### src/efp_pkg.sv
`timescale 1ns / 1ps
// Shared types, constants and a helper function of the escape-time fractal pixel unit.
package efp_pkg;

   localparam int CFG_W     = 32;
   localparam int CSR_IDX_W = 3;
   localparam int IDX_W     = 13;
   localparam int ITER_W    = 10;
   localparam int HUE_W     = 8;

   localparam int MANDEL_RADIUS = 20;
   localparam int JULIA_RADIUS  = 2;
   localparam int HUE_MOD       = 255;

   localparam logic [CFG_W-1:0]  ORIGIN_RESET   = 32'hE000_0000;
   localparam logic [CFG_W-1:0]  STEP_RESET     = 32'd536871;
   localparam logic [ITER_W-1:0] MAX_ITER_RESET = 10'd400;

   typedef enum logic [CSR_IDX_W-1:0] {
      REG_FRACTAL_MODE = 3'd0,
      REG_JULIA_C_RE   = 3'd1,
      REG_JULIA_C_IM   = 3'd2,
      REG_X_ORIGIN     = 3'd3,
      REG_Y_ORIGIN     = 3'd4,
      REG_STEP_X       = 3'd5,
      REG_STEP_Y       = 3'd6,
      REG_MAX_ITER     = 3'd7
   } csr_index_type;

   typedef struct packed {
      logic                    fractal_mode;
      logic signed [CFG_W-1:0] julia_c_re;
      logic signed [CFG_W-1:0] julia_c_im;
      logic signed [CFG_W-1:0] x_origin;
      logic signed [CFG_W-1:0] y_origin;
      logic signed [CFG_W-1:0] step_x;
      logic signed [CFG_W-1:0] step_y;
      logic [ITER_W-1:0]       max_iter;
   } cfg_type;

   typedef struct packed {
      logic [IDX_W-1:0] column;
      logic [IDX_W-1:0] row;
   } req_payload_type;

   typedef struct packed {
      logic [IDX_W-1:0]  pixel_column;
      logic [IDX_W-1:0]  pixel_row;
      logic [ITER_W-1:0] iter_count;
      logic              escaped;
      logic [HUE_W-1:0]  hue;
   } rsp_payload_type;

   typedef struct packed {
      logic capture;
      logic point_mul;
      logic point_init;
      logic mul_lo;
      logic mul_hi;
      logic mul_sum;
      logic iter_step;
      logic out_load;
   } cmd_type;

   typedef struct packed {
      logic at_limit;
      logic bailout;
   } sts_type;

   // Hue is the count (tripled in Mandelbrot mode) modulo 255, folded as 256 = 1 mod 255.
   function automatic logic [HUE_W-1:0] hue_of(input logic [ITER_W-1:0] count,
                                              input logic mandel);
      logic [ITER_W+1:0] scaled;
      logic [8:0]        folded;
      scaled = mandel ? ((ITER_W+2)'(count) + ((ITER_W+2)'(count) << 1))
                      : (ITER_W+2)'(count);
      folded = 9'(scaled[ITER_W+1:8]) + 9'(scaled[7:0]);
      if (folded >= 9'(HUE_MOD)) begin
         folded = folded - 9'(HUE_MOD);
      end
      return folded[HUE_W-1:0];
   endfunction

endpackage

### src/efp_ctrl.sv
`timescale 1ns / 1ps
// Sequencing state machine of the escape-time fractal pixel unit.
module efp_ctrl (
   input  logic              clock,
   input  logic              reset,
   input  logic              req_valid,
   output logic              req_ready,
   output logic              rsp_valid,
   input  logic              rsp_ready,
   input  efp_pkg::sts_type  sts,
   output efp_pkg::cmd_type  cmd
);

   typedef enum logic [2:0] {
      ST_IDLE,
      ST_LOAD,
      ST_INIT,
      ST_MUL_LO,
      ST_MUL_HI,
      ST_SUM,
      ST_TEST,
      ST_DONE
   } state_type;

   state_type state_ff;
   state_type state_in;
   logic      rsp_valid_ff;
   logic      rsp_valid_in;

   always_comb begin
      state_in     = state_ff;
      rsp_valid_in = rsp_valid_ff && !rsp_ready;
      cmd          = '0;
      case (state_ff)
         ST_IDLE: begin
            if (req_valid) begin
               cmd.capture = 1'b1;
               state_in    = ST_LOAD;
            end
         end
         ST_LOAD: begin
            cmd.point_mul = 1'b1;
            state_in      = ST_INIT;
         end
         ST_INIT: begin
            cmd.point_init = 1'b1;
            state_in       = ST_MUL_LO;
         end
         ST_MUL_LO: begin
            if (sts.at_limit) begin
               state_in = ST_DONE;
            end else begin
               cmd.mul_lo = 1'b1;
               state_in   = ST_MUL_HI;
            end
         end
         ST_MUL_HI: begin
            cmd.mul_hi = 1'b1;
            state_in   = ST_SUM;
         end
         ST_SUM: begin
            cmd.mul_sum = 1'b1;
            state_in    = ST_TEST;
         end
         ST_TEST: begin
            cmd.iter_step = 1'b1;
            state_in      = sts.bailout ? ST_DONE : ST_MUL_LO;
         end
         ST_DONE: begin
            if (!rsp_valid_ff || rsp_ready) begin
               cmd.out_load = 1'b1;
               rsp_valid_in = 1'b1;
               state_in     = ST_IDLE;
            end
         end
         default: begin
            state_in = ST_IDLE;
         end
      endcase
   end

   always_ff @(posedge clock) begin
      if (reset) begin
         state_ff     <= ST_IDLE;
         rsp_valid_ff <= 1'b0;
      end else begin
         state_ff     <= state_in;
         rsp_valid_ff <= rsp_valid_in;
      end
   end

   assign req_ready = (state_ff == ST_IDLE);
   assign rsp_valid = rsp_valid_ff;

endmodule

### config.mk
export PLATFORM = sky130hd
export DESIGN_NAME = efp_ctrl
export DESIGN_NICKNAME = d
export VERILOG_FILES = /design/src/efp_pkg.sv /design/src/efp_ctrl.sv
export SDC_FILE = /design/constraint.sdc
export NUM_CORES = 1
export LEC_CHECK = 0
export BUFFER_PORTS_ARGS = -buffer_cell sky130_fd_sc_hd__buf_2
export CAP_MARGIN = 40
export CORE_AREA = 2 2 39 41
export CTS_CLUSTER_DIAMETER = 80
export DETAILED_ROUTE_END_ITERATION = 8
export DIE_AREA = 0 0 41 43
export PLACE_DENSITY_LB_ADDON = 0.2
export SLEW_MARGIN = 20
export SYNTH_ARGS = -nofsm -noshare
export SYNTH_HDL_FRONTEND = slang
export SYNTH_SLANG_ARGS = --single-unit
export TNS_END_PERCENT = 10
### constraint.sdc
create_clock -name clock -period 0.9 [get_ports clock]
set_input_delay 0.18 -clock clock [delete_from_list [all_inputs] [get_ports clock]]
set_output_delay 0.18 -clock clock [all_outputs]
set_load 0.005 [all_outputs]
==> results of run 1 <==
==> report_power, final <==
part | leakage [nW] | total [mW] | switching (mW) | internal (mW)
registers | 0.0350 | 0.223 | 0.0326 | 0.190
clock network | 0.0138 | 0.231 | 0.0811 | 0.150
logic | 0.210 | 0.163 | 0.0589 | 0.105
==> state kept, by name, summed over array words and instances, names as in the netlist <==
name	cells
state_ff	3
rsp_valid	1
==> layout by cell type, fill, tap and decap left out, types with 2 or more instances in the layout <==
cell	Yosys	final
buf_2	1	15
buf_4	2	7
buf_6	0	4
clkbuf_4	0	3
nor3b_2	0	2
and3b_1	2	2
nor2_2	1	2
nand2_1	2	2
o21bai_1	2	2
dfxtp_2	0	2
dfxtp_4	0	2
==> how the worst max path moves through the flow <==
stage | endpoint | startpoint | depth (start not counted)
after floorplan | cmd[4] | state_ff[1]$_SDFFE_PP0P_ | 3
after global placement | state_ff[2]$_SDFFE_PP0P_ | state_ff[1]$_SDFFE_PP0P_ | 4
after detailed placement | cmd[0] | state_ff[1]$_SDFFE_PP0P_ | 3
after CTS | cmd[3] | state_ff[2]$_SDFFE_PP0P_ | 3
after global routing | cmd[7] | state_ff[0]$_SDFFE_PP0P_ | 3
final | cmd[7] | state_ff[0]$_SDFFE_PP0P_ | 3
==> per-stage QoR <==
| stage | utilization, % | cells |
|---|---|---|
| finish | 37.5 | 75 |
| global route | 37.5 | 75 |
| CTS | 36.4 | 75 |
| detailed placement | 32.0 | 72 |
| global placement | 32.0 | 72 |
| floorplan | - | 33 |
==> synthesized netlist by cell type, types with 2 or more instances <==
cell type and instances:
and3b_1 2, nand3_1 2, nand2_1 2, nor2_1 2, o21bai_1 2, nor3b_1 3, nor3_1 2, dfxtp_1 4
buf_4 2
==> repair_timing <==
action | 4_1_cts | 5_1_grt
resized for setup | 12 | 4
cloned | 0 | 0
setup endpoints to repair | 13 | 13
setup buffers | 0 | 0
pin swaps | 4 | 0
==> area by class of cell <==
type                       count  area, um^2
clock buffer                   3        22.5
fill                         152         865
multi-input combinational     26         214
sequential                     4        90.1
tap                           16        20.0
timing repair buffer          26         173
==> cells by family after synthesis <==
kind of cell	Yosys count	share of synthesized area, %
AO/OA/AOI/OAI	6	16.1
buffers and inverters	3	7.14
AND/OR/NAND/NOR	20	48.2
flip-flops	4	28.6
==> per-layer routing <==
metal | global-route usage, % | vias up | share of wire (%)
met5 | 0 | - | 0
met4 | 2.00 | 0 | 0
met3 | 7.85 | 0 | 9.8
met2 | 14.7 | 15 | 45
met1 | 14.1 | 143 | 45
li1 | - | 170 | -
==> critical path: cells and delay by family, from the launching register on <==
kind,cells,cell delay [ps]
AND/OR/NAND/NOR,2,310
buffers and inverters,1,100
flip-flops,1,380
==> results.json, run 1 <==
{
  "status": "finished with violations",
  "violations": "negative setup slack",
  "place_congestion": 0.713,
  "clk_pin_slew_ps": 40,
  "grt_pass1_vias": 313,
  "synthCells": 33,
  "fp-row-count": 14,
  "synth_top_area_share_pct": 28.6,
  "synth_area_um2": 280,
  "totalPowerFinal_mw": 0.617,
  "ys_ff_latch": 4,
  "hold_depth": 2,
  "slowest_stage": "dfxtp_4",
  "fmax_mhz": 827,
  "core_area_um2": 1380,
  "fin_crit_sh_pct": 134,
  "fin_area_um2": 519,
  "async_flop_share_pct": 0,
  "yosys.area.top_type": "dfxtp_1",
  "slew_viol_final": 0,
  "rr_startpoint": "state_ff[1]$_SDFFE_PP0P_",
  "rr_worst_depth": 4,
  "synth_top_flop_cell": "dfxtp_1",
  "num_antenna_cells": 0,
  "hp-class": "input port to flip-flop",
  "io_buffers": 15,
  "vias_per_cell": 4.37,
  "finalHoldViolations": 0,
  "critPathArrivalTime_ps": 1030,
  "critPathLaunchType": "flip-flop",
  "die_h_um": 43,
  "overflow": 0,
  "p_leak_nw": 0.258,
  "wirelength_um": 784,
  "preCtsSetupSlack_ps": -160,
  "path_class": "flip-flop to output port",
  "slew_headroom_pct": 88.8,
  "synthTopCellsByArea": "dfxtp_1, nor3b_1, and3b_1, buf_4, o21bai_1",
  "skew_ps": 0.305,
  "antenna_found_initial": 0,
  "yosysWarnings": 0,
  "setup_ws_ps": -309,
  "antenna_left": 0,
  "cp.required_ps": 720,
  "h-tree-depth": 1,
  "whs_endpoint": "state_ff[0]$_SDFFE_PP0P_",
  "nets": 67,
  "final_layout_size_suffix_gt1_share_pct": 72.9,
  "crit_chain": "nor3_4, and2_1, buf_2",
  "drc_errors": 0,
  "rsz0062_at_grt": "true",
  "chipWidth_um": 41,
  "grt_pass1_wl_um": 1260,
  "clk_path_buf_depth": 2,
  "endpoint_kind": "output port",
  "path_max_fanout": 10,
  "setup_viol": 12,
  "start_util_pct": 20.3,
  "critical-path-max-stage-delay_ps": 380,
  "drt_iter0_drc": 3,
  "rrSetupSlack_ps": -60,
  "place_area_um2": 443,
  "ys_seq_area_share_pct": 28.6,
  "powerDensity_nw_per_um2": 1190,
  "tightest_slew_ps": 167,
  "dieArea_um2": 1760,
  "cts_buffers": 3,
  "setup_tns_ps": -2500,
  "ioPinCount": 16,
  "routed-via-count": 328,
  "grt_max_degree": 12,
  "yosysUniqueCellTypes": 21,
  "cts-root-buf": "clkbuf_4",
  "place_hpwl_um": 511,
  "cts_hold_buf": 0,
  "timing.hold.ws_ps": 164,
  "groute.usage.overall_pct": 10.9,
  "cap_violations": 0,
  "cts.sinks": 4,
  "worstHoldStart": "reset",
  "fin_crit_ps": 1210,
  "postSynthAreaPerCell_um2": 8.49,
  "max-vdd-ir-drop_mv": 0.613,
  "cts_tree": "done",
  "avgRoutedWirePerCell_um": 10.5,
  "r2r_end": "state_ff[2]$_SDFFE_PP0P_",
  "synth-edff-count": 0,
  "dr.pass1.iters": 4,
  "syn-num-nets": 39,
  "area_growth_pct": 85.3,
  "clk_latency_ps": 240
}
(Power assumes the default switching activity.)
==> run 2, diff against run 1 <==
- MAX_ROUTING_LAYER: unset -> met4
==> run 2 against run 1 <==
The run still ends with negative setup slack left. Sequential cell count unchanged. Combinational power hardly changed. Via count unchanged. Clock power about the same. Critical path depth unchanged. Wire length decreased by 2.8%. Die area unchanged. Hold slack got worse by 4.5 ps. Critical endpoint unchanged. Clock skew is essentially flat. First-iteration DRC count up 33%. Sequential share of layout area is the same. Highest routed layer unchanged.
==> results.json, run 2 (same netlist as run 1, synthesis figures left out) <==
{
  "overflow": 0,
  "violations": "negative setup slack",
  "powerDensity_nw_per_um2": 1190,
  "place_congestion": 0.722,
  "io_buffers": 15,
  "status": "finished with violations",
  "h-tree-depth": 1,
  "clk_pin_slew_ps": 40,
  "mostFrequentLayoutCells": "buf_2, buf_4, buf_6, clkbuf_4",
  "critPathLaunchType": "flip-flop",
  "cts_tree": "done",
  "fin_area_um2": 519,
  "avgRoutedWirePerCell_um": 10.2,
  "grt_pass1_wl_um": 1260,
  "setup_viol": 12,
  "slew_viol_final": 0,
  "grt_pass1_vias": 311,
  "fp-row-count": 14,
  "largest_reg_flops": 3,
  "tightest_slew_ps": 167,
  "drc_errors": 0,
  "path_class": "flip-flop to output port",
  "crit_chain": "nor3_4, and2_1, buf_2",
  "hold_depth": 2,
  "antenna_left": 0,
  "area_growth_pct": 85.3,
  "skew_ps": 0.425,
  "cts_hold_buf": 0,
  "critPathArrivalTime_ps": 1030,
  "path_max_fanout": 10,
  "regMostFlops": "state_ff",
  "post_cts_buffers": 0,
  "routed-via-count": 328,
  "place_area_um2": 443,
  "die_h_um": 43,
  "vias_per_cell": 4.37,
  "slowest_stage": "dfxtp_4",
  "p_leak_nw": 0.258,
  "grt_max_degree": 12,
  "clk_latency_ps": 240,
  "timing.hold.ws_ps": 160,
  "setup_tns_ps": -2480,
  "core_area_um2": 1380,
  "finalHoldViolations": 0,
  "slew_headroom_pct": 88.8,
  "critical-path-max-stage-delay_ps": 380,
  "final_layout_size_suffix_gt1_share_pct": 72.9,
  "chipWidth_um": 41,
  "place_hpwl_um": 511,
  "hp-class": "input port to flip-flop",
  "final_common_cell": "buf_2",
  "clk_path_buf_depth": 2,
  "cts-root-buf": "clkbuf_4",
  "rr_worst_depth": 4,
  "wirelength_um": 762,
  "ioPinCount": 16,
  "start_util_pct": 20.3,
  "max-vdd-ir-drop_mv": 0.613,
  "nets": 67,
  "drt_iter0_drc": 4,
  "rsz0062_at_grt": "true",
  "totalPowerFinal_mw": 0.616,
  "cts_buffers": 3,
  "fin_crit_sh_pct": 134,
  "fmax_mhz": 828,
  "antenna_found_initial": 0,
  "num_antenna_cells": 0,
  "dieArea_um2": 1760,
  "fin_crit_ps": 1210,
  "groute.usage.overall_pct": 11.2,
  "dr.pass1.iters": 2,
  "cap_violations": 0,
  "setup_ws_ps": -308,
  "cp.required_ps": 720,
  "fill_cells": 152,
  "endpoint_kind": "output port",
  "preCtsSetupSlack_ps": -160,
  "cts.sinks": 4
}
## run 2: area by class of cell
cell class / count / area, um^2 / share of cell area [%]
Clock buffer: 3 / 22.5 / 4.34
Multi-Input combinational cell: 26 / 214 / 41.2
Sequential cell: 4 / 90.1 / 17.3
Tap cell: 16 / 20.0 / 3.86
Timing Repair Buffer: 26 / 173 / 33.3
## run 2: layer usage
metal,global-route usage [%],wire (um),vias to the layer above
met5,-,0,-
met4,2.00,0,0
met3,7.85,77,0
met2,14.7,346,15
met1,14.1,338,142
li1,-,-,171
## run 2: worst paths after layout
kind	slack, ps	start	endpoint
max	-310	state_ff[0]$_SDFFE_PP0P_	cmd[7]
min	160	reset	state_ff[0]$_SDFFE_PP0P_
max reg2reg	-60	state_ff[1]$_SDFFE_PP0P_	state_ff[2]$_SDFFE_PP0P_
min reg2reg	650	state_ff[0]$_SDFFE_PP0P_	state_ff[0]$_SDFFE_PP0P_
## run 2: worst max-delay path, delay by kind of cell (launching register included)
family | cells | cell delay [ps]
buf+inv | 1 | 100
flops | 1 | 380
simple gates | 2 | 310
## run 2: metrics by stage
| step | utilization [%] | instances |
|---|---|---|
| final | 37.5 | 75 |
| after global routing | 37.5 | 75 |
| after CTS | 36.4 | 75 |
| after detailed placement | 32.0 | 72 |
| after global placement | 32.0 | 72 |
| after floorplan | - | 33 |
## run 2: timing repair
action / 4_1_cts / 5_1_grt
endpoints found under the setup margin: 13 / 13
pin swaps: 4 / 0
gates resized for setup: 12 / 4
## run 2: power breakdown
group | internal (mW) | switching, mW
Clock | 0.150 | 0.0811
Combinational | 0.105 | 0.0588
Sequential | 0.190 | 0.0318
