<file path="src/efp_pkg.sv">
`timescale 1ns / 1ps
// Shared types, constants and a helper function of the escape-time fractal pixel unit.
package efp_pkg;

   localparam int CFG_W     = 32;
   localparam int CSR_IDX_W = 3;
   localparam int IDX_W     = 13;
   localparam int ITER_W    = 10;
   localparam int HUE_W     = 8;

   localparam int MANDEL_RADIUS = 20;
   localparam int JULIA_RADIUS  = 2;
   localparam int HUE_MOD       = 255;

   localparam logic [CFG_W-1:0]  ORIGIN_RESET   = 32'hE000_0000;
   localparam logic [CFG_W-1:0]  STEP_RESET     = 32'd536871;
   localparam logic [ITER_W-1:0] MAX_ITER_RESET = 10'd400;

   typedef enum logic [CSR_IDX_W-1:0] {
      REG_FRACTAL_MODE = 3'd0,
      REG_JULIA_C_RE   = 3'd1,
      REG_JULIA_C_IM   = 3'd2,
      REG_X_ORIGIN     = 3'd3,
      REG_Y_ORIGIN     = 3'd4,
      REG_STEP_X       = 3'd5,
      REG_STEP_Y       = 3'd6,
      REG_MAX_ITER     = 3'd7
   } csr_index_type;

   typedef struct packed {
      logic                    fractal_mode;
      logic signed [CFG_W-1:0] julia_c_re;
      logic signed [CFG_W-1:0] julia_c_im;
      logic signed [CFG_W-1:0] x_origin;
      logic signed [CFG_W-1:0] y_origin;
      logic signed [CFG_W-1:0] step_x;
      logic signed [CFG_W-1:0] step_y;
      logic [ITER_W-1:0]       max_iter;
   } cfg_type;

   typedef struct packed {
      logic [IDX_W-1:0] column;
      logic [IDX_W-1:0] row;
   } req_payload_type;

   typedef struct packed {
      logic [IDX_W-1:0]  pixel_column;
      logic [IDX_W-1:0]  pixel_row;
      logic [ITER_W-1:0] iter_count;
      logic              escaped;
      logic [HUE_W-1:0]  hue;
   } rsp_payload_type;

   typedef struct packed {
      logic capture;
      logic point_mul;
      logic point_init;
      logic mul_lo;
      logic mul_hi;
      logic mul_sum;
      logic iter_step;
      logic out_load;
   } cmd_type;

   typedef struct packed {
      logic at_limit;
      logic bailout;
   } sts_type;

   // Hue is the count (tripled in Mandelbrot mode) modulo 255, folded as 256 = 1 mod 255.
   function automatic logic [HUE_W-1:0] hue_of(input logic [ITER_W-1:0] count,
                                              input logic mandel);
      logic [ITER_W+1:0] scaled;
      logic [8:0]        folded;
      scaled = mandel ? ((ITER_W+2)'(count) + ((ITER_W+2)'(count) << 1))
                      : (ITER_W+2)'(count);
      folded = 9'(scaled[ITER_W+1:8]) + 9'(scaled[7:0]);
      if (folded >= 9'(HUE_MOD)) begin
         folded = folded - 9'(HUE_MOD);
      end
      return folded[HUE_W-1:0];
   endfunction

endpackage

</file>
<file path="src/efp_csr.sv">
`timescale 1ns / 1ps
// Configuration register file of the escape-time fractal pixel unit.
module efp_csr (
   input  logic                                  clock,
   input  logic                                  reset,
   input  logic                                  csr_wr_en,
   input  logic [efp_pkg::CSR_IDX_W-1:0]         csr_index,
   input  logic [efp_pkg::CFG_W-1:0]             csr_wr_data,
   output efp_pkg::cfg_type                      cfg
);

   efp_pkg::cfg_type cfg_ff;
   efp_pkg::cfg_type cfg_in;

   always_comb begin
      cfg_in = cfg_ff;
      if (csr_wr_en) begin
         case (efp_pkg::csr_index_type'(csr_index))
            efp_pkg::REG_FRACTAL_MODE: cfg_in.fractal_mode = csr_wr_data[0];
            efp_pkg::REG_JULIA_C_RE:   cfg_in.julia_c_re   = csr_wr_data;
            efp_pkg::REG_JULIA_C_IM:   cfg_in.julia_c_im   = csr_wr_data;
            efp_pkg::REG_X_ORIGIN:     cfg_in.x_origin     = csr_wr_data;
            efp_pkg::REG_Y_ORIGIN:     cfg_in.y_origin     = csr_wr_data;
            efp_pkg::REG_STEP_X:       cfg_in.step_x       = csr_wr_data;
            efp_pkg::REG_STEP_Y:       cfg_in.step_y       = csr_wr_data;
            efp_pkg::REG_MAX_ITER:     cfg_in.max_iter     = csr_wr_data[efp_pkg::ITER_W-1:0];
            default:                   cfg_in = cfg_ff;
         endcase
      end
   end

   always_ff @(posedge clock) begin
      if (reset) begin
         cfg_ff.fractal_mode <= 1'b0;
         cfg_ff.julia_c_re   <= '0;
         cfg_ff.julia_c_im   <= '0;
         cfg_ff.x_origin     <= efp_pkg::ORIGIN_RESET;
         cfg_ff.y_origin     <= efp_pkg::ORIGIN_RESET;
         cfg_ff.step_x       <= efp_pkg::STEP_RESET;
         cfg_ff.step_y       <= efp_pkg::STEP_RESET;
         cfg_ff.max_iter     <= efp_pkg::MAX_ITER_RESET;
      end else begin
         cfg_ff <= cfg_in;
      end
   end

   assign cfg = cfg_ff;

endmodule

</file>
<file path="config.mk">
export PLATFORM = sky130hd
export DESIGN_NAME = efp_csr
export DESIGN_NICKNAME = d
export VERILOG_FILES = /design/src/efp_pkg.sv /design/src/efp_csr.sv
export SDC_FILE = /design/constraint.sdc
export NUM_CORES = 1
export LEC_CHECK = 0
export ABC_CLOCK_PERIOD_IN_PS = 1280
export BUFFER_PORTS_ARGS = -buffer_cell sky130_fd_sc_hd__buf_2
export CAP_MARGIN = 20
export CELL_PAD_IN_SITES_DETAIL_PLACEMENT = 0
export CELL_PAD_IN_SITES_GLOBAL_PLACEMENT = 1
export CORE_MARGIN = 5
export CORE_UTILIZATION = 40
export CTS_CLUSTER_DIAMETER = 40
export DETAILED_ROUTE_END_ITERATION = 8
export PLACE_DENSITY = 0.85
export SLEW_MARGIN = 20
export SYNTH_ARGS = -nofsm -noshare
export SYNTH_HDL_FRONTEND = slang
export SYNTH_SLANG_ARGS = --single-unit
</file>
<file path="constraint.sdc">
create_clock -name clock -period 1.28 [get_ports clock]
set_input_delay 0.064 -clock clock [delete_from_list [all_inputs] [get_ports clock]]
set_output_delay 0.064 -clock clock [all_outputs]
set_load 0.01 [all_outputs]
</file>
==> parameters.txt, run 1 <==
Parameter                              Value

Outcome
  Result of the run ... completed

Detailed routing
  WL final ... roughly 22000 um
  Routed wirelength normalized by instance count ... roughly 17 um
  Number of DRC violations after detailed-routing iteration 0 ... 199
  Post-route ant nets ... 0
  Overall via count from detail_route ... ~5900
  DRC ... 0
  Iteration count of the initial detailed-routing pass ... 4
  Vias per inst ... approximately 4.6

Synth
  Count leader, synth ... nand2b_1
  Sequential share of the synthesized area ... 0.504
  Most frequently used flop master after synthesis ... dfxtp_1
  Mapped cell area ... about 8100 sq um
  Average cell area after synthesis ... about 11 sq um
  Share of flip-flops with an asynchronous set or reset ... 0
  Syn. warnings ... 0
  Count of mapped cells out of synthesis ... a little over 700
  Syn Nets ... 755
  Register bit total from synthesis ... approximately 200
  Netlist cell types ... 16
  Leading post-synthesis cells by cell area ... dfxtp_1 (50%), mux2i_1 (25%), nand2b_1 (16%)
  Count of flip-flops with a built-in enable after synthesis ... 0
  Most used standard cells in the synthesized netlist ... nand2b_1 (210), dfxtp_1 (203), mux2i_1 (203)
  Library cell occupying the most area in the post-synthesis netlist ... dfxtp_1
  Synth top area share ... 0.504

Timing
  Setup skew after layout ... 0 ns
  Final hold violation count ... 0
  Unrepaired setup endpoints after global routing ... false
  Headroom to the max-slew limit ... 0.758
  Final min period ... around 1.1 ns
  Highest achievable clock rate ... just under 900 MHz
  Number of endpoints failing setup at the final stage ... 0
  Worst-margin pin slew ... 0.362 ns
  Final worst path period share ... 0.886
  Total negative slack ... 0 ns
  Max-slew violation count ... 0

Placed design
  Dpl cell area ... ~9700 sq um
  Last weighted congestion value of the routability-driven placer ... a little under 0.8
  Hpwl dp ... 15100 um
  Count of port buffers added during placement ... 240

Finish
  Share of final-layout standard cells stronger than drive strength 1 ... 0.324
  Area taken by flip-flops and latches ... just over 4000 sq um
  Number of filler instances in the final layout ... around 1800
  Post-route standard cell area excluding fillers ... ~11000 sq um
  Multi-input logic area ... about 3600 sq um
  Number of flip-flops in the largest register ... a little over 200
  Post-synthesis to final-layout area growth ... 35.3%
  Post-layout net count ... about 1000
  Count of antenna diodes in the layout ... 0

Worst setup path
  Critical path cell sequence ... dlygate4sd3_1, buf_4, buf_12, nand2b_1, mux2i_1
  Critical path type ... in -> reg
  Sum of buffers and inverters on the critical path ... 3
  Critical Path Stages ... 5
  CP Launch Type ... input port
  CP startpoint ... reset
  Worst R2R Start ... cfg[43]$_SDFFE_PP1P_
  Critical-path cell with the highest stage delay ... dlygate4sd3_1
  Depth of the most critical reg-to-reg path ... 2
  Endpoint of the worst setup timing path ... cfg[161]$_SDFFE_PP0P_
  Reg2Reg Setup Slack ... 0.63 ns
  Required arrival time at the worst endpoint ... between 1.5 and 2 ns
  Crit path arrival time ... ~1.5 ns
  Critical Path Max Stage Delay ... between 0.5 and 0.6 ns
  Largest fanout of any net on the critical path ... approximately 50
  Kind of capture point of the worst setup path ... register
  Gate family responsible for the most delay along the worst path ... buffers and inverters
  FF-to-FF End ... cfg[43]$_SDFFE_PP1P_

GRT
  GRT Util Overall ... 0.181
  Antenna violations before repair ... 0
  Number of global-route vias before repair ... 6206
  Total congestion overflow after global routing ... 0
  Maximum number of pins on one net before global-route repair ... 52
  Global-route wire length before repair ... ~35000 um

Floorplan
  I/O pin total ... around 240
  Initial core utilization ... 0.403
  Number of placement rows ... 52
  Floorplan Core Area ... ~20000 sq um
  Horizontal extent of the die ... 152 um
  Vert. Die Dim ... between 150 and 200 um
  Total die area ... approximately 23000 sq um

Power and ir drop
  Leak Pwr ... between 5 and 6 nW
  Worst supply voltage drop on vdd ... a little under 0.0009 V
  Pwr per Cell Area ... 1430 nW/um^2

Run
  Reported max-cap violation count ... 0

Worst hold path
  HP Start ... csr_wr_data[18]
  Class of the tightest hold or removal check ... in -> reg

CTS
  Postcts setup bufs ... 0
  Num CTS Buffers ... 28
  Clock tree from TritonCTS ... yes
  Cell chosen for the clock root ... clkbuf_16
  Clock tree buffer depth ... 3
  H-Tree Depth ... 1
  Source-to-sink clock delay at the later pin of the worst-skew pair ... approximately 0.51 ns
  Worst-path clk slew ... approximately 0.060 ns
  Sinks on the clock net ... between 200 and 250
[layer usage]
metal / part of all wire / track usage / vias to the layer above
li1: - / - / 2944
met1: 0.44 / 0.227 / 2790
met2: 0.48 / 0.306 / 171
met3: 0.065 / 0.0503 / 28
met4: 0.021 / 0.0492 / 0
met5: 0 / 0 / -
[worst min-delay path, stage by stage]
cell,delay [ns]
buf_2,0.07
nand2b_1,0.18
mux2i_1,0.17
[per-stage QoR]
stage / hold slack, ns / utilization / power, mW / instances / worst slack, ns
after floorplan: 0.225 / - / 7.28 / 717 / 0.321
after global placement: 0.347 / 0.482 / 7.69 / 1208 / 0.170
after detailed placement: 0.357 / 0.482 / 7.70 / 1208 / 0.136
after CTS: 0.00101 / 0.545 / 15.8 / 1285 / 0.161
after global routing: 0.0183 / 0.545 / 16.3 / 1285 / 0.0544
final: 0.0194 / 0.545 / 15.6 / 1285 / 0.146
[layout by cell type, fill, tap and decap left out]
| cell | instances |
|---|---|
| buf_4 | 23 |
| clkinv_4 | 2 |
| nand4bb_1 | 2 |
| mux2i_1 | 203 |
| nand4_1 | 1 |
| inv_6 | 3 |
| dlygate4sd3_1 | 26 |
| clkinv_2 | 3 |
| buf_2 | 239 |
| clkinvlp_4 | 4 |
| dfxtp_1 | 203 |
| clkbuf_16 | 29 |
| nand4bb_4 | 1 |
| nor4b_1 | 1 |
| clkbuf_8 | 4 |
| nand4b_4 | 3 |
| buf_12 | 12 |
| nand2b_1 | 210 |
| and4bb_1 | 2 |
| nor2_1 | 38 |
| bufinv_16 | 3 |
| inv_8 | 3 |
[worst min-delay path by stage]
stage,slack [ns],end,cells past startpoint
finish,0.02,cfg[60]$_SDFFE_PP0P_,3
global route,0.02,cfg[187]$_SDFFE_PP0P_,3
CTS,0.001,cfg[193]$_SDFFE_PP0P_,3
detailed placement,0.36,cfg[54]$_SDFFE_PP1P_,3
global placement,0.35,cfg[103]$_SDFFE_PP1P_,3
floorplan,0.23,cfg[4]$_SDFFE_PP1P_,2
[cell type report]
type	instances	share of cell area
Timing Repair Buffer	300	0.171
Sequential cell	203	0.372
Clock inverter	18	0.0195
Clock buffer	33	0.0715
Tap cell	270	0.0310
Multi-Input combinational cell	461	0.334
[timing repair]
action	CTS	global route
hold buffers	26	0
resized for setup	0	0
endpoints found under the hold margin	147	0
[kinds of logic (layout without fill, tap and decap cells)]
logic type,Yosys count,count (layout),share of synthesized area
flops,203,203,0.504
buf+inv,53,351,0.0458
mux,203,203,0.252
simple gates,258,258,0.199
[power by group]
| part | total [mW] | switching (mW) | internal [mW] |
|---|---|---|---|
| Clock | 8.02 | 2.99 | 5.03 |
| Sequential | 6.53 | 0.0733 | 6.46 |
| Combinational | 1.08 | 0.554 | 0.525 |
| Total | 15.6 | 3.62 | 12.0 |
(Power assumes the default switching activity.)
==> run 2: changes to the inputs <==
--- a/config.mk
+++ b/config.mk
@@ -10,7 +10,7 @@
 export CAP_MARGIN = 20
 export CELL_PAD_IN_SITES_DETAIL_PLACEMENT = 0
 export CELL_PAD_IN_SITES_GLOBAL_PLACEMENT = 1
-export CORE_MARGIN = 5
+export CORE_MARGIN = 2
 export CORE_UTILIZATION = 40
 export CTS_CLUSTER_DIAMETER = 40
 export DETAILED_ROUTE_END_ITERATION = 8
==> run 2 against run 1 <==
  * The run now ends with negative hold slack left
  * Non-clock buffer count decreased by 9
  * Clock skew unchanged
  * First-iteration DRC count increased by 17%
  * Global-route usage increased by 0.70 points
  * Core utilization increased by 0.81 points
  * Sequential share of layout area increased by 0.18 points
  * Combinational power about the same
  * Die area decreased by 7.7%
==> parameters.txt, run 2 (synthesis results as in run 1) <==
Parameter                              Value

Outcome
  Result of the run ... finished with violations (was completed)
  Violated checks ... negative hold slack

Floorplan
  I/O pin total ... 241 (unchanged)
  Number of placement rows ... 51 (was 52)
  Total die area ... 21300 sq um (was 23100 sq um)
  Floorplan Core Area ... 19700 sq um (was 20000 sq um)
  Vert. Die Dim ... 146 um (was 152 um)
  Initial core utilization ... 0.410 (was 0.403)
  Horizontal extent of the die ... 146 um (was 152 um)

CTS
  Clock tree from TritonCTS ... yes (unchanged)
  Sinks on the clock net ... 203 (unchanged)
  Worst-path clk slew ... 0.06 ns (about the same)
  H-Tree Depth ... 1 (unchanged)
  Postcts setup bufs ... 0 (unchanged)
  Cell chosen for the clock root ... clkbuf_16 (unchanged)
  Source-to-sink clock delay at the later pin of the worst-skew pair ... 0.52 ns (was 0.51 ns)
  Clock tree buffer depth ... 3 (unchanged)
  Num CTS Buffers ... 30 (was 28)

Power and ir drop
  Leak Pwr ... 5.73 nW (was 5.76 nW)
  Pwr per Cell Area ... 1450 nW/um^2 (was 1430 nW/um^2)
  Total power of the final layout ... 15.7 mW (was 15.6 mW)
  Worst supply voltage drop on vdd ... 0.000805 V (was 0.000873 V)

Placed design
  Dpl cell area ... 9570 sq um (was 9660 sq um)
  Last weighted congestion value of the routability-driven placer ... 0.786 (was 0.777)
  Count of port buffers added during placement ... 240 (unchanged)
  Hpwl dp ... 14000 um (was 15100 um)

Worst hold path
  HP Start ... csr_wr_data[15] (was csr_wr_data[18])
  Class of the tightest hold or removal check ... in -> reg (unchanged)

Worst setup path
  Required arrival time at the worst endpoint ... 1.22 ns (was 1.67 ns)
  Sum of buffers and inverters on the critical path ... 1 (was 3)
  Kind of capture point of the worst setup path ... output pin (was register)
  CP Launch Type ... register (was input port)
  Critical-path cell with the highest stage delay ... dfxtp_1 (was dlygate4sd3_1)
  Crit path arrival time ... 1.02 ns (was 1.52 ns)
  Reg2Reg Setup Slack ... 0.62 ns (was 0.63 ns)
  Worst R2R Start ... cfg[105]$_SDFFE_PP1P_ (was cfg[43]$_SDFFE_PP1P_)
  Largest fanout of any net on the critical path ... 2 (was 51)
  Critical path type ... reg -> out (was in -> reg)
  Gate family responsible for the most delay along the worst path ... flip-flops (was buffers and inverters)
  Critical path cell sequence ... buf_2 (was dlygate4sd3_1, buf_4, buf_12, nand2b_1, mux2i_1)
  CP startpoint ... cfg[3]$_SDFFE_PP0P_ (was reset)
  Critical Path Max Stage Delay ... 0.35 ns (was 0.53 ns)

Timing
  Max-slew violation count ... 0 (unchanged)
  Final worst path period share ... 0.845 (was 0.886)
  Worst-margin pin slew ... 0.386 ns (was 0.362 ns)
  Final min period ... 1.08 ns (was 1.13 ns)
  Post-Route Hold Slack ... -0.00482 ns (was 0.0194 ns)
  Total negative slack ... 0 ns (unchanged)
  Setup skew after layout ... 0 ns (unchanged)
  Final hold violation count ... 1 (was 0)
  Highest achievable clock rate ... 925 MHz (was 882 MHz)
  Unrepaired setup endpoints after global routing ... false (unchanged)
  Number of endpoints failing setup at the final stage ... 0 (unchanged)
  Headroom to the max-slew limit ... 0.743 (was 0.758)

Detailed routing
  Iteration count of the initial detailed-routing pass ... 7 (was 4)
  Post-route ant nets ... 0 (unchanged)
  Vias per inst ... 4.61 (was 4.62)
  WL final ... 20600 um (was 21500 um)
  Number of DRC violations after detailed-routing iteration 0 ... 232 (was 199)
  Routed wirelength normalized by instance count ... 16.2 um (was 16.7 um)
  DRC ... 0 (unchanged)
  Overall via count from detail_route ... 5877 (was 5933)

Finish
  Area taken by flip-flops and latches ... 4060 sq um (unchanged)
  Commonest non-fill, non-tap cell in the layout ... buf_2 (unchanged)
  Number of flip-flops in the largest register ... 203 (unchanged)
  Number of filler instances in the final layout ... 1802 (was 1831)
  Top library cells by usage in the layout, fill and taps aside ... buf_2 (239), nand2b_1 (210), mux2i_1 (203), dfxtp_1 (203), nor2_1 (38) (unchanged)
  Post-synthesis to final-layout area growth ... 34.7% (was 35.3%)
  Post-layout net count ... 1025 (was 1032)
  Count of antenna diodes in the layout ... 0 (unchanged)
  Share of final-layout standard cells stronger than drive strength 1 ... 0.318 (was 0.324)
  Post-route standard cell area excluding fillers ... 10900 sq um (about the same)
  Multi-input logic area ... 3650 sq um (unchanged)

Run
  Reported max-cap violation count ... 0 (unchanged)

GRT
  Maximum number of pins on one net before global-route repair ... 55 (was 52)
  GRT Util Overall ... 0.188 (was 0.181)
  Total congestion overflow after global routing ... 0 (unchanged)
  Global-route wire length before repair ... 32900 um (was 34800 um)
  Antenna violations before repair ... 0 (unchanged)
  Number of global-route vias before repair ... 6004 (was 6206)
==> run 2: report_power, final <==
group / total (mW) / switching (mW) / internal (mW)
logic: 1.05 / 0.545 / 0.506
clock network: 8.17 / 3.12 / 5.05
registers: 6.53 / 0.0690 / 6.46
total: 15.7 / 3.73 / 12.0
==> run 2: repair_timing <==
item | 4_1_cts | 5_1_grt
hold buffers | 27 | 0
endpoints found under the hold margin | 147 | 0
setup endpoints to repair | 0 | 0
resized for setup | 0 | 0
==> run 2: layout make-up <==
type                       instances  area share
multi-input combinational        461       0.336
timing repair buffer             291       0.165
clock inverter                    16      0.0147
sequential                       203       0.374
clock buffer                      39      0.0797
tap                              265      0.0305
==> run 2: through the flow <==
stage          hold WS [ns]  setup WS, ns  cells  utilization
3_5_place_dp          0.356         0.131   1193        0.487
6_report           -0.00482         0.199   1275        0.553
5_1_grt             0.00731         0.133   1275        0.553
4_1_cts             0.00201         0.167   1275        0.553
3_3_place_gp          0.337         0.166   1193        0.487
2_1_floorplan         0.225         0.321    717            -
==> run 2: path summary, 6_finish.rpt <==
check                          end  depth (start not counted)
min          cfg[185]$_SDFFE_PP0P_                          3
max reg2reg  cfg[105]$_SDFFE_PP1P_                          2
min reg2reg  cfg[174]$_SDFFE_PP0P_                          2
max                         cfg[3]                          1
==> run 2: routing by layer <==
metal  global-route usage  vias to the layer above  routed length, um
met3               0.0470                       26               1330
met5                    0                        -                  0
met2                0.309                      177               9510
met4               0.0524                        0                393
met1                0.246                     2751               9380
li1                     -                     2923                  -
